## config.mk

```make
export PLATFORM = sky130hd
export DESIGN_NAME = cache_line_range_coalescer_top_flat
export DESIGN_NICKNAME = d
export VERILOG_FILES = /design/src/rtl/clrc_pkg.sv /design/src/rtl/clrc_if.sv /design/src/rtl/clrc_front.sv /design/src/rtl/clrc_queue.sv /design/src/rtl/clrc_back.sv /design/src/rtl/cache_line_range_coalescer_top.sv /design/src/flat_wrapper.sv
export SDC_FILE = /design/constraint.sdc
export NUM_CORES = 2
export LEC_CHECK = 0
export ABC_CLOCK_PERIOD_IN_PS = 9600
export BUFFER_PORTS_ARGS = -buffer_cell sky130_fd_sc_hd__clkbuf_2
export CORE_ASPECT_RATIO = 1.2
export CORE_MARGIN = 1.5
export CORE_UTILIZATION = 57
export CTS_CLUSTER_SIZE = 40
export DETAILED_ROUTE_END_ITERATION = 16
export PLACE_DENSITY = 0.74
export SLEW_MARGIN = 20
export SYNTH_ARGS = -nofsm -noshare
export SYNTH_HDL_FRONTEND = slang
export SYNTH_SLANG_ARGS = --single-unit
```

## constraint.sdc

```tcl
create_clock -name i_clk -period 9.6 [get_ports i_clk]
set_input_delay 1.92 -clock i_clk [delete_from_list [all_inputs] [get_ports i_clk]]
set_output_delay 1.92 -clock i_clk [all_outputs]
set_load 0.05 [all_outputs]
```

## src/rtl/clrc_pkg.sv

```systemverilog
// Package for the cache line range coalescer.
// Holds table sizes, field widths, operation codes and the internal command type.
// No dependencies.
`timescale 1ns / 1ps

package clrc_pkg;

    // Table and cache geometry.
    localparam int CAPACITY   = 16;
    localparam int LINE_BYTES = 64;

    // Field widths.
    localparam int OP_W   = 2;
    localparam int ADDR_W = 32;
    localparam int SIZE_W = 24;
    localparam int END_W  = ADDR_W + 1;

    // Table index and fill count widths.
    localparam int IDX_W = (CAPACITY > 1) ? $clog2(CAPACITY) : 1;
    localparam int CNT_W = $clog2(CAPACITY + 1);

    // Command queue between the front and back parts (depth is a power of two).
    localparam int Q_DEPTH = 2;
    localparam int Q_PTR_W = (Q_DEPTH > 1) ? $clog2(Q_DEPTH) : 1;
    localparam int Q_CNT_W = $clog2(Q_DEPTH + 1);

    // Masks that clear the byte offset within a line.
    localparam logic [ADDR_W-1:0] LINE_MASK_A = ~ADDR_W'(LINE_BYTES - 1);
    localparam logic [END_W-1:0]  LINE_MASK_E = ~END_W'(LINE_BYTES - 1);

    typedef logic [OP_W-1:0] t_op;

    // Operation codes, also used as command kinds after decoding.
    localparam t_op OP_RECORD = 2'd0;
    localparam t_op OP_DUMP   = 2'd1;
    localparam t_op OP_CLEAR  = 2'd2;

    // Decoded command passed from the front part to the back part.
    typedef struct packed {
        t_op               kind;
        logic [ADDR_W-1:0] lo;
        logic [END_W-1:0]  hi;
    } t_cmd;

    // One stored table entry.
    typedef struct packed {
        logic [ADDR_W-1:0] lo;
        logic [END_W-1:0]  hi;
    } t_entry;

endpackage

```

## src/rtl/clrc_if.sv

```systemverilog
// Handshake interfaces for the request and result channels of the coalescer.
// Depends on clrc_pkg for the field widths.
`timescale 1ns / 1ps

interface clrc_req_if;
    import clrc_pkg::*;

    logic              valid;
    logic              ready;
    logic [OP_W-1:0]   operation;
    logic [ADDR_W-1:0] address;
    logic [SIZE_W-1:0] size;

    modport source (output valid, output operation, output address, output size,
                    input ready);
    modport sink   (input valid, input operation, input address, input size,
                    output ready);
endinterface

interface clrc_res_if;
    import clrc_pkg::*;

    logic              valid;
    logic              ready;
    logic [ADDR_W-1:0] range_start;
    logic [END_W-1:0]  range_size;
    logic              entry_valid;
    logic              overflowed;
    logic              last;

    modport source (output valid, output range_start, output range_size,
                    output entry_valid, output overflowed, output last,
                    input ready);
    modport sink   (input valid, input range_start, input range_size,
                    input entry_valid, input overflowed, input last,
                    output ready);
endinterface

```

## src/rtl/clrc_front.sv

```systemverilog
// Front part of the coalescer: accepts request items, drops those that do nothing
// and widens record ranges to whole cache lines. Depends on clrc_pkg, clrc_if.
`timescale 1ns / 1ps

module clrc_front (
    input  logic          i_clk,
    input  logic          i_rst_n,
    clrc_req_if.sink      i_req,
    output logic          o_cmd_valid,
    input  logic          i_cmd_ready,
    output clrc_pkg::t_cmd o_cmd
);
    import clrc_pkg::*;

    logic              r_valid;
    logic              n_valid;
    t_cmd              r_cmd;
    t_cmd              n_cmd;
    logic              w_keep;
    logic              w_accept;
    logic [END_W-1:0]  w_hi_raw;

    // The stage takes a new item when it is empty or its command leaves now.
    assign i_req.ready = !r_valid || i_cmd_ready;
    assign w_accept    = i_req.valid && i_req.ready;

    // Exclusive end rounded up to the next line boundary, exact in 33 bits.
    assign w_hi_raw = {1'b0, i_req.address} + END_W'(i_req.size)
                    + END_W'(LINE_BYTES - 1);

    // Classify the item: null ranges and unknown operations cause nothing.
    always_comb begin
        n_cmd.kind = i_req.operation;
        n_cmd.lo   = i_req.address & LINE_MASK_A;
        n_cmd.hi   = w_hi_raw & LINE_MASK_E;
        unique case (i_req.operation)
            OP_RECORD: w_keep = (i_req.address != '0) && (i_req.size != '0);
            OP_DUMP:   w_keep = 1'b1;
            OP_CLEAR:  w_keep = 1'b1;
            default:   w_keep = 1'b0;
        endcase
    end

    always_comb begin
        n_valid = r_valid && !i_cmd_ready;
        if (w_accept && w_keep) begin
            n_valid = 1'b1;
        end
    end

    always_ff @(posedge i_clk) begin
        if (!i_rst_n) begin
            r_valid <= 1'b0;
        end else begin
            r_valid <= n_valid;
        end
    end

    // Command payload loads only with a kept item.
    always_ff @(posedge i_clk) begin
        if (w_accept && w_keep) begin
            r_cmd <= n_cmd;
        end
    end

    assign o_cmd_valid = r_valid;
    assign o_cmd       = r_cmd;

endmodule

```

## src/rtl/clrc_queue.sv

```systemverilog
// Short command queue between the front and back parts of the coalescer.
// Depends on clrc_pkg for the command type and queue depth.
`timescale 1ns / 1ps

module clrc_queue (
    input  logic           i_clk,
    input  logic           i_rst_n,
    input  logic           i_push_valid,
    output logic           o_push_ready,
    input  clrc_pkg::t_cmd i_push_cmd,
    output logic           o_pop_valid,
    input  logic           i_pop_ready,
    output clrc_pkg::t_cmd o_pop_cmd
);
    import clrc_pkg::*;

    t_cmd               r_mem [Q_DEPTH];
    logic [Q_PTR_W-1:0] r_wptr;
    logic [Q_PTR_W-1:0] r_rptr;
    logic [Q_CNT_W-1:0] r_fill;
    logic [Q_CNT_W-1:0] n_fill;
    logic               w_push;
    logic               w_pop;

    assign o_push_ready = (r_fill != Q_CNT_W'(Q_DEPTH));
    assign o_pop_valid  = (r_fill != '0);
    assign w_push       = i_push_valid && o_push_ready;
    assign w_pop        = o_pop_valid && i_pop_ready;
    assign o_pop_cmd    = r_mem[r_rptr];

    // Fill level follows pushes and pops.
    always_comb begin
        n_fill = r_fill;
        if (w_push && !w_pop) begin
            n_fill = r_fill + 1'b1;
        end else if (w_pop && !w_push) begin
            n_fill = r_fill - 1'b1;
        end
    end

    always_ff @(posedge i_clk) begin
        if (!i_rst_n) begin
            r_wptr <= '0;
            r_rptr <= '0;
            r_fill <= '0;
        end else begin
            r_fill <= n_fill;
            if (w_push) begin
                r_wptr <= r_wptr + 1'b1;
            end
            if (w_pop) begin
                r_rptr <= r_rptr + 1'b1;
            end
        end
    end

    // Storage of queued commands.
    always_ff @(posedge i_clk) begin
        if (w_push) begin
            r_mem[r_wptr] <= i_push_cmd;
        end
    end

    a_fill_bound: assert property (@(posedge i_clk) disable iff (!i_rst_n)
        r_fill <= Q_CNT_W'(Q_DEPTH))
        else $error("command queue fill level beyond its depth");

endmodule

```

## src/rtl/clrc_back.sv

```systemverilog
// Back part of the coalescer: holds the range table, scans it for records,
// lists it for dumps and drives the result register. Depends on clrc_pkg, clrc_if.
`timescale 1ns / 1ps

module clrc_back (
    input  logic           i_clk,
    input  logic           i_rst_n,
    input  logic           i_cmd_valid,
    output logic           o_cmd_ready,
    input  clrc_pkg::t_cmd i_cmd,
    clrc_res_if.source     o_res
);
    import clrc_pkg::*;

    localparam logic [1:0] ST_IDLE = 2'd0;
    localparam logic [1:0] ST_SCAN = 2'd1;
    localparam logic [1:0] ST_DUMP = 2'd2;

    // Range table memory with a registered read port.
    t_entry             r_mem [CAPACITY];
    t_entry             r_rdata;
    logic [IDX_W-1:0]   w_raddr;
    logic               w_we;
    logic [IDX_W-1:0]   w_waddr;
    t_entry             w_wdata;

    logic [1:0]         r_state;
    logic [1:0]         n_state;
    logic [IDX_W-1:0]   r_cidx;
    logic [IDX_W-1:0]   n_cidx;
    logic [IDX_W-1:0]   w_cidx_inc;
    logic [CNT_W-1:0]   r_count;
    logic [CNT_W-1:0]   n_count;
    logic               r_ovf;
    logic               n_ovf;
    logic [ADDR_W-1:0]  r_lo;
    logic [END_W-1:0]   r_hi;

    logic               r_out_valid;
    logic               n_out_valid;
    logic               w_out_free;
    logic               w_out_load;
    logic [ADDR_W-1:0]  w_out_start;
    logic [END_W-1:0]   w_out_size;
    logic               w_out_entry;
    logic               w_out_ovf;
    logic               w_out_last;
    logic [ADDR_W-1:0]  r_out_start;
    logic [END_W-1:0]   r_out_size;
    logic               r_out_entry;
    logic               r_out_ovf;
    logic               r_out_last;

    logic               w_pop;
    logic               w_is_last;
    logic               w_hit;
    logic [END_W-1:0]   w_lo_ext;
    logic [END_W-1:0]   w_es_ext;
    t_entry             w_merged;

    assign w_out_free = !r_out_valid || o_res.ready;

    // A dump command waits for room in the result register; others go at once.
    assign o_cmd_ready = (r_state == ST_IDLE) && ((i_cmd.kind != OP_DUMP) || w_out_free);
    assign w_pop       = i_cmd_valid && o_cmd_ready;

    // Overlap or touch test and the widened entry for the scanned position.
    assign w_lo_ext   = {1'b0, r_lo};
    assign w_es_ext   = {1'b0, r_rdata.lo};
    assign w_hit      = (w_lo_ext <= r_rdata.hi) && (r_hi >= w_es_ext);
    assign w_merged.lo = (r_lo < r_rdata.lo) ? r_lo : r_rdata.lo;
    assign w_merged.hi = (r_hi > r_rdata.hi) ? r_hi : r_rdata.hi;

    assign w_cidx_inc = r_cidx + 1'b1;
    assign w_is_last  = ({{(CNT_W - IDX_W){1'b0}}, r_cidx} + CNT_W'(1)) == r_count;

    // Sequencer for record scans and dumps.
    always_comb begin
        n_state     = r_state;
        n_cidx      = r_cidx;
        n_count     = r_count;
        n_ovf       = r_ovf;
        w_raddr     = '0;
        w_we        = 1'b0;
        w_waddr     = r_cidx;
        w_wdata     = w_merged;
        w_out_load  = 1'b0;
        w_out_start = r_rdata.lo;
        w_out_size  = r_rdata.hi - w_es_ext;
        w_out_entry = 1'b1;
        w_out_ovf   = 1'b0;
        w_out_last  = w_is_last;
        unique case (r_state)
            ST_IDLE: begin
                n_cidx = '0;
                if (w_pop) begin
                    case (i_cmd.kind)
                        OP_RECORD: begin
                            if (!r_ovf) begin
                                if (r_count == '0) begin
                                    // Empty table: the range becomes the first entry.
                                    w_we       = 1'b1;
                                    w_waddr    = '0;
                                    w_wdata.lo = i_cmd.lo;
                                    w_wdata.hi = i_cmd.hi;
                                    n_count    = CNT_W'(1);
                                end else begin
                                    n_state = ST_SCAN;
                                end
                            end
                        end
                        OP_DUMP: begin
                            if (r_ovf || (r_count == '0)) begin
                                // Single result: overflow notice or empty table.
                                w_out_load  = 1'b1;
                                w_out_start = '0;
                                w_out_size  = '0;
                                w_out_entry = 1'b0;
                                w_out_ovf   = r_ovf;
                                w_out_last  = 1'b1;
                            end else begin
                                n_state = ST_DUMP;
                            end
                        end
                        OP_CLEAR: begin
                            n_count = '0;
                            n_ovf   = 1'b0;
                        end
                        default: begin
                            n_state = ST_IDLE;
                        end
                    endcase
                end
            end
            ST_SCAN: begin
                w_raddr = w_cidx_inc;
                if (w_hit) begin
                    // First touching entry grows to cover the range.
                    w_we    = 1'b1;
                    n_state = ST_IDLE;
                end else if (w_is_last) begin
                    n_state = ST_IDLE;
                    if (r_count == CNT_W'(CAPACITY)) begin
                        n_ovf = 1'b1;
                    end else begin
                        w_we       = 1'b1;
                        w_waddr    = r_count[IDX_W-1:0];
                        w_wdata.lo = r_lo;
                        w_wdata.hi = r_hi;
                        n_count    = r_count + 1'b1;
                    end
                end else begin
                    n_cidx = w_cidx_inc;
                end
            end
            ST_DUMP: begin
                if (w_out_free) begin
                    w_out_load = 1'b1;
                    w_raddr    = w_cidx_inc;
                    n_cidx     = w_cidx_inc;
                    if (w_is_last) begin
                        n_state = ST_IDLE;
                    end
                end else begin
                    // Hold the read data while the receiver stalls.
                    w_raddr = r_cidx;
                end
            end
            default: begin
                n_state = ST_IDLE;
            end
        endcase
    end

    always_comb begin
        n_out_valid = r_out_valid && !o_res.ready;
        if (w_out_load) begin
            n_out_valid = 1'b1;
        end
    end

    // Control state.
    always_ff @(posedge i_clk) begin
        if (!i_rst_n) begin
            r_state     <= ST_IDLE;
            r_cidx      <= '0;
            r_count     <= '0;
            r_ovf       <= 1'b0;
            r_out_valid <= 1'b0;
        end else begin
            r_state     <= n_state;
            r_cidx      <= n_cidx;
            r_count     <= n_count;
            r_ovf       <= n_ovf;
            r_out_valid <= n_out_valid;
        end
    end

    // Range under test during a scan.
    always_ff @(posedge i_clk) begin
        if (w_pop) begin
            r_lo <= i_cmd.lo;
            r_hi <= i_cmd.hi;
        end
    end

    // Result register.
    always_ff @(posedge i_clk) begin
        if (w_out_load) begin
            r_out_start <= w_out_start;
            r_out_size  <= w_out_size;
            r_out_entry <= w_out_entry;
            r_out_ovf   <= w_out_ovf;
            r_out_last  <= w_out_last;
        end
    end

    // Table memory: one write and one registered read each cycle.
    always_ff @(posedge i_clk) begin
        if (w_we) begin
            r_mem[w_waddr] <= w_wdata;
        end
        r_rdata <= r_mem[w_raddr];
    end

    assign o_res.valid       = r_out_valid;
    assign o_res.range_start = r_out_start;
    assign o_res.range_size  = r_out_size;
    assign o_res.entry_valid = r_out_entry;
    assign o_res.overflowed  = r_out_ovf;
    assign o_res.last        = r_out_last;

    a_count_bound: assert property (@(posedge i_clk) disable iff (!i_rst_n)
        r_count <= CNT_W'(CAPACITY))
        else $error("entry count beyond table capacity");

    a_ovf_full: assert property (@(posedge i_clk) disable iff (!i_rst_n)
        r_ovf |-> (r_count == CNT_W'(CAPACITY)))
        else $error("overflow flagged while the table has room");

    a_clear_empties: assert property (@(posedge i_clk) disable iff (!i_rst_n)
        (w_pop && (i_cmd.kind == OP_CLEAR)) |=> ((r_count == '0) && !r_ovf))
        else $error("clear left entries or the overflow flag behind");

    a_walk_nonempty: assert property (@(posedge i_clk) disable iff (!i_rst_n)
        ((r_state == ST_SCAN) || (r_state == ST_DUMP)) |-> (r_count != '0))
        else $error("table walk with no stored entries");

endmodule

```

## src/rtl/cache_line_range_coalescer_top.sv

```systemverilog
// Top level of the cache line range coalescer.
// Depends on clrc_pkg, clrc_if, clrc_front, clrc_queue and clrc_back.
//
// Usage: request items arrive on i_req (operation, address, size) and result
// items leave on o_res, both with a valid/ready handshake. A record item widens
// its range to whole 64-byte lines and merges it into the first stored range it
// overlaps or touches, or appends it, or on a full table sets the overflow flag;
// it gives no result. A clear item empties the table and drops the overflow flag;
// it gives no result. A dump item gives one result per stored range, the last
// one marked, or a single result for an empty or overflowed table.
// An item is first registered in the front stage and then waits in the
// two-entry command queue. A record then tests the stored entries in order
// (up to 16), since the back part reads the table one entry a cycle from
// its single read port; an empty table takes the append at once. A dump
// with stored entries enters the dump state, which loads one result per
// cycle while the receiver does not stall; a single-result dump loads its
// result at once. The back part takes no new item until a scan or dump ends.
// Reset empties the table and clears the overflow flag at once; the table
// memory is not swept. When the receiver stalls, the result register holds and
// the queue lets the front keep taking items until it fills.
`timescale 1ns / 1ps

module cache_line_range_coalescer_top (
    input  logic      i_clk,
    input  logic      i_rst_n,
    clrc_req_if.sink  i_req,
    clrc_res_if.source o_res
);
    import clrc_pkg::*;

    logic w_fc_valid;
    logic w_fc_ready;
    t_cmd w_fc_cmd;
    logic w_qb_valid;
    logic w_qb_ready;
    t_cmd w_qb_cmd;

    // Request decoding and line widening.
    clrc_front u_front (
        .i_clk       (i_clk),
        .i_rst_n     (i_rst_n),
        .i_req       (i_req),
        .o_cmd_valid (w_fc_valid),
        .i_cmd_ready (w_fc_ready),
        .o_cmd       (w_fc_cmd)
    );

    // Decoupling queue.
    clrc_queue u_queue (
        .i_clk        (i_clk),
        .i_rst_n      (i_rst_n),
        .i_push_valid (w_fc_valid),
        .o_push_ready (w_fc_ready),
        .i_push_cmd   (w_fc_cmd),
        .o_pop_valid  (w_qb_valid),
        .i_pop_ready  (w_qb_ready),
        .o_pop_cmd    (w_qb_cmd)
    );

    // Table scan, update and dump.
    clrc_back u_back (
        .i_clk       (i_clk),
        .i_rst_n     (i_rst_n),
        .i_cmd_valid (w_qb_valid),
        .o_cmd_ready (w_qb_ready),
        .i_cmd       (w_qb_cmd),
        .o_res       (o_res)
    );

endmodule
```

## src/flat_wrapper.sv

```systemverilog
// flat-port wrapper written by rule: the top's interface ports become plain ports
module cache_line_range_coalescer_top_flat import clrc_pkg::*;
  (i_clk, i_rst_n, i_req_valid, i_req_operation, i_req_address, i_req_size, i_req_ready, o_res_valid, o_res_range_start, o_res_range_size, o_res_entry_valid, o_res_overflowed, o_res_last, o_res_ready);
  clrc_req_if i_req_i ();
  clrc_res_if o_res_i ();
  input  logic i_clk;
  input  logic i_rst_n;
  input wire logic [$bits(i_req_i.valid)-1:0] i_req_valid;
  input wire logic [$bits(i_req_i.operation)-1:0] i_req_operation;
  input wire logic [$bits(i_req_i.address)-1:0] i_req_address;
  input wire logic [$bits(i_req_i.size)-1:0] i_req_size;
  output wire logic [$bits(i_req_i.ready)-1:0] i_req_ready;
  output wire logic [$bits(o_res_i.valid)-1:0] o_res_valid;
  output wire logic [$bits(o_res_i.range_start)-1:0] o_res_range_start;
  output wire logic [$bits(o_res_i.range_size)-1:0] o_res_range_size;
  output wire logic [$bits(o_res_i.entry_valid)-1:0] o_res_entry_valid;
  output wire logic [$bits(o_res_i.overflowed)-1:0] o_res_overflowed;
  output wire logic [$bits(o_res_i.last)-1:0] o_res_last;
  input wire logic [$bits(o_res_i.ready)-1:0] o_res_ready;
  assign i_req_i.valid = i_req_valid;
  assign i_req_i.operation = i_req_operation;
  assign i_req_i.address = i_req_address;
  assign i_req_i.size = i_req_size;
  assign i_req_ready = i_req_i.ready;
  assign o_res_valid = o_res_i.valid;
  assign o_res_range_start = o_res_i.range_start;
  assign o_res_range_size = o_res_i.range_size;
  assign o_res_entry_valid = o_res_i.entry_valid;
  assign o_res_overflowed = o_res_i.overflowed;
  assign o_res_last = o_res_i.last;
  assign o_res_i.ready = o_res_ready;
  cache_line_range_coalescer_top u_core (.i_clk(i_clk), .i_rst_n(i_rst_n), .i_req(i_req_i), .o_res(o_res_i));
endmodule
```

==> run metrics <==
outcome finished, final reports clean; CTS hold repair buffers 0; Placed Cells 4822; dpl hpwl 89.15 mm; ys flop type edfxtp_1; CTS tree done; CP max stage cell nor2b_4; final core occ 64.51%; RSZ-0062 raised after global routing no; clk_lat worst skew 740 ps; final period utilization a little over three fifths; number of warnings issued by yosys 0; Area Growth Syn to Fin 11.86%; Fill cells 6834; CTS max path bufs 3; P_leak 22.81 nW; PostCTS Resize Cnt 0; Post-Syn Area 0.05874 mm2; grt total ovfl 0; CTS H-Tree Depth 4; Final min period 5992 ps; via count of the routed design 33116; HP Class flop to flop; residual DRC count 0; Critical R2R Launch u_core.u_back.r_rdata[20]; postcts setup bufs 0; post-synthesis sequential area ratio 70.65%; worst slew pin tran about 1200 ps; CP delay by family, top compound AO/OA/AOI/OAI gates; mux share of post-synthesis cell area 11.43%; Compound-Gate Fraction of Synth Area 6.075%; critical path peak fanout 27; clock sinks around 1400; EDFF count, synth 1326; vias in the first global route 32813; WP data arrival 6360 ps; clock skew 32.39 ps; max-slew violations 0; largest net degree at the start of global routing 134; CTS Buf Count approximately 130; Post-Syn Area per Cell 17.24 um2; fmax 0.1669 GHz; maxcap violations 0; CP startpoint kind flop; #FFs+latches synth 1410; asr flop ratio synth 0%; xor/xnor share of the synthesized area less than 1%; Core Region 0.1019 mm2; final WL about 150 mm; Non-Filler Instances between 5000 and 6000; total negative slack 0 ps; critical-path cell list inv_1 -> ha_1 -> and3_1 -> a221o_1 -> a221o_1 -> o2111ai_2 -> nand4_4 -> nand2_2 -> a21o_1 -> buf_4 -> a311o_1 -> nor2b_4 -> buf_4 -> buf_4; Yosys cell types 88; initial detailed-routing violation count ~4300; GRT Util Overall 28.94%; endpoints failing hold 0; share of cells above drive strength 1 about 22%; Die Ht 354.7 um; adder-cell share of the synthesized area approximately 4.1%; crit path launch u_core.u_back.r_rdata[20]; Die ar. ~0.10 mm2; Post-Synth Simple-Gate Area 5.080%; Reg clk slew, reported paths 70 ps; most used cell, CP buf_4; Final setup viols 0; slew margin rel. 18.46%; DRT Pass-1 Iters 8; critical path type flop to flop; Synth Instances 3408; initial antenna violation count 8; Chip Width 296.0 um; Nets 3849; vias per cell 6.542; # diodes 0; CP max stage delay 640 ps; number of buffers added on ports 131; effective utilization at floorplan 57.67%; CP Capture Type flop; final worst setup slack about 3600 ps; IO Pins about 130; Mapped Nets between 3000 and 4000; root buf cell clkbuf_16; PwrDens around 300 mW/mm2; HP Start u_core.u_front.o_cmd[29]; antenna viol nets, final 0; cell row count 128; Peak VDD IR 0.2401 mV; global-route wire length before repair about 220 mm; main combinational cell family by area after synthesis multiplexers; Data required, critical path between 9000 and 10000 ps; crit path buf inv count 4; DR WL/cell 29.59 um; post-place setup slack 3697 ps; GPL Wtd Cong 0.9504
==> Yosys cell counts (34+ instances only) <==
library cell	instances	area share (%)
a21oi_1	118	1.0
a31oi_1	78	0.83
a22oi_1	39	0.50
and2_1	80	0.85
o21ai_1	41	0.35
ha_1	193	4.1
nor2_1	129	0.82
buf_2	43	0.37
inv_1	118	0.75
edfxtp_1	1326	68
xnor2_1	34	0.51
dfxtp_1	84	2.9
mux2_2	54	1.0
nand2_1	202	1.3
a211oi_1	75	0.96
o21ai_0	50	0.43
clkbuf_1	76	0.49
mux4_2	260	10
==> path summary, 6_finish.rpt <==
kind                            cells past startpoint                           to  slack (ps)
worst max register to register                     14    u_core.u_back.r_mem[6][4]        3610
worst max-delay path                               14    u_core.u_back.r_mem[6][4]        3610
worst min-delay path                                0  u_core.u_queue.r_mem[0][23]         440
worst min register to register                      0  u_core.u_queue.r_mem[0][23]         440
==> routing by layer <==
metal  routed length, um  global-route usage [%]
met1               56220                   39.74
met5                  27                       0
met2               71920                   45.76
met3               15640                   5.836
met4                5977                   11.82
==> metrics by stage <==
step                      hold WS [ps]  power (mW)  cell area (um2)
after CTS                        433.8       19.43            65610
after floorplan                  421.5       12.12            58740
final                            441.9       19.53            65710
after global routing             442.4       20.19            65710
after detailed placement         430.4       14.15            61230
after global placement           422.1       14.06            61180
==> state kept, by name (all words and copies together) (netlist names), 4 cells and up, named ones only <==
| register | count |
|---|---|
| u_core.u_back.o_res.range_size | 33 |
| u_core.u_back.o_res.range_start | 32 |
| u_core.u_back.r_cidx | 4 |
| u_core.u_back.r_count | 5 |
| u_core.u_back.r_hi | 27 |
| u_core.u_back.r_lo | 26 |
| u_core.u_back.r_mem | 1040 |
| u_core.u_back.r_rdata | 65 |
| u_core.u_front.o_cmd | 55 |
| u_core.u_queue.r_mem | 110 |
==> power breakdown <==
part           internal, mW  leakage [nW]  switching, mW
clock                  3.02          2.14           2.29
sequential             8.60          12.7          0.260
combinational          1.40          7.95           3.96
==> final cells by class <==
type                    instances  area [um2]  area share, %
inverters                     120       450.4         0.6855
repair buffers                201        1219          1.855
flip-flops and latches       1410       41500          63.16
well taps                    1365        1708          2.599
clock inverters                86       879.6          1.339
multi-input cells            1727       16440          25.02
clock buffers                 153        3507          5.337
==> cells in the final DEF, fill, tap and decap left out, types with 78 or more instances in the layout <==
cell type | Yosys | routed
clkbuf_16 | 0 | 136
clkbuf_2 | 1 | 131
nor2_1 | 129 | 119
mux4_2 | 260 | 260
a31oi_1 | 78 | 78
and2_1 | 80 | 80
nand2_1 | 202 | 200
ha_1 | 193 | 193
dfxtp_1 | 84 | 83
edfxtp_1 | 1326 | 1326
inv_1 | 118 | 118
a21oi_1 | 118 | 118
==> cells by family after synthesis <==
group	Yosys count
fa+ha+maj	194
compound gates	540
flops	1410
mux	339
buf+inv	271
xor+xnor	51
simple gates	603
Power figures use the tool's default switching activity.
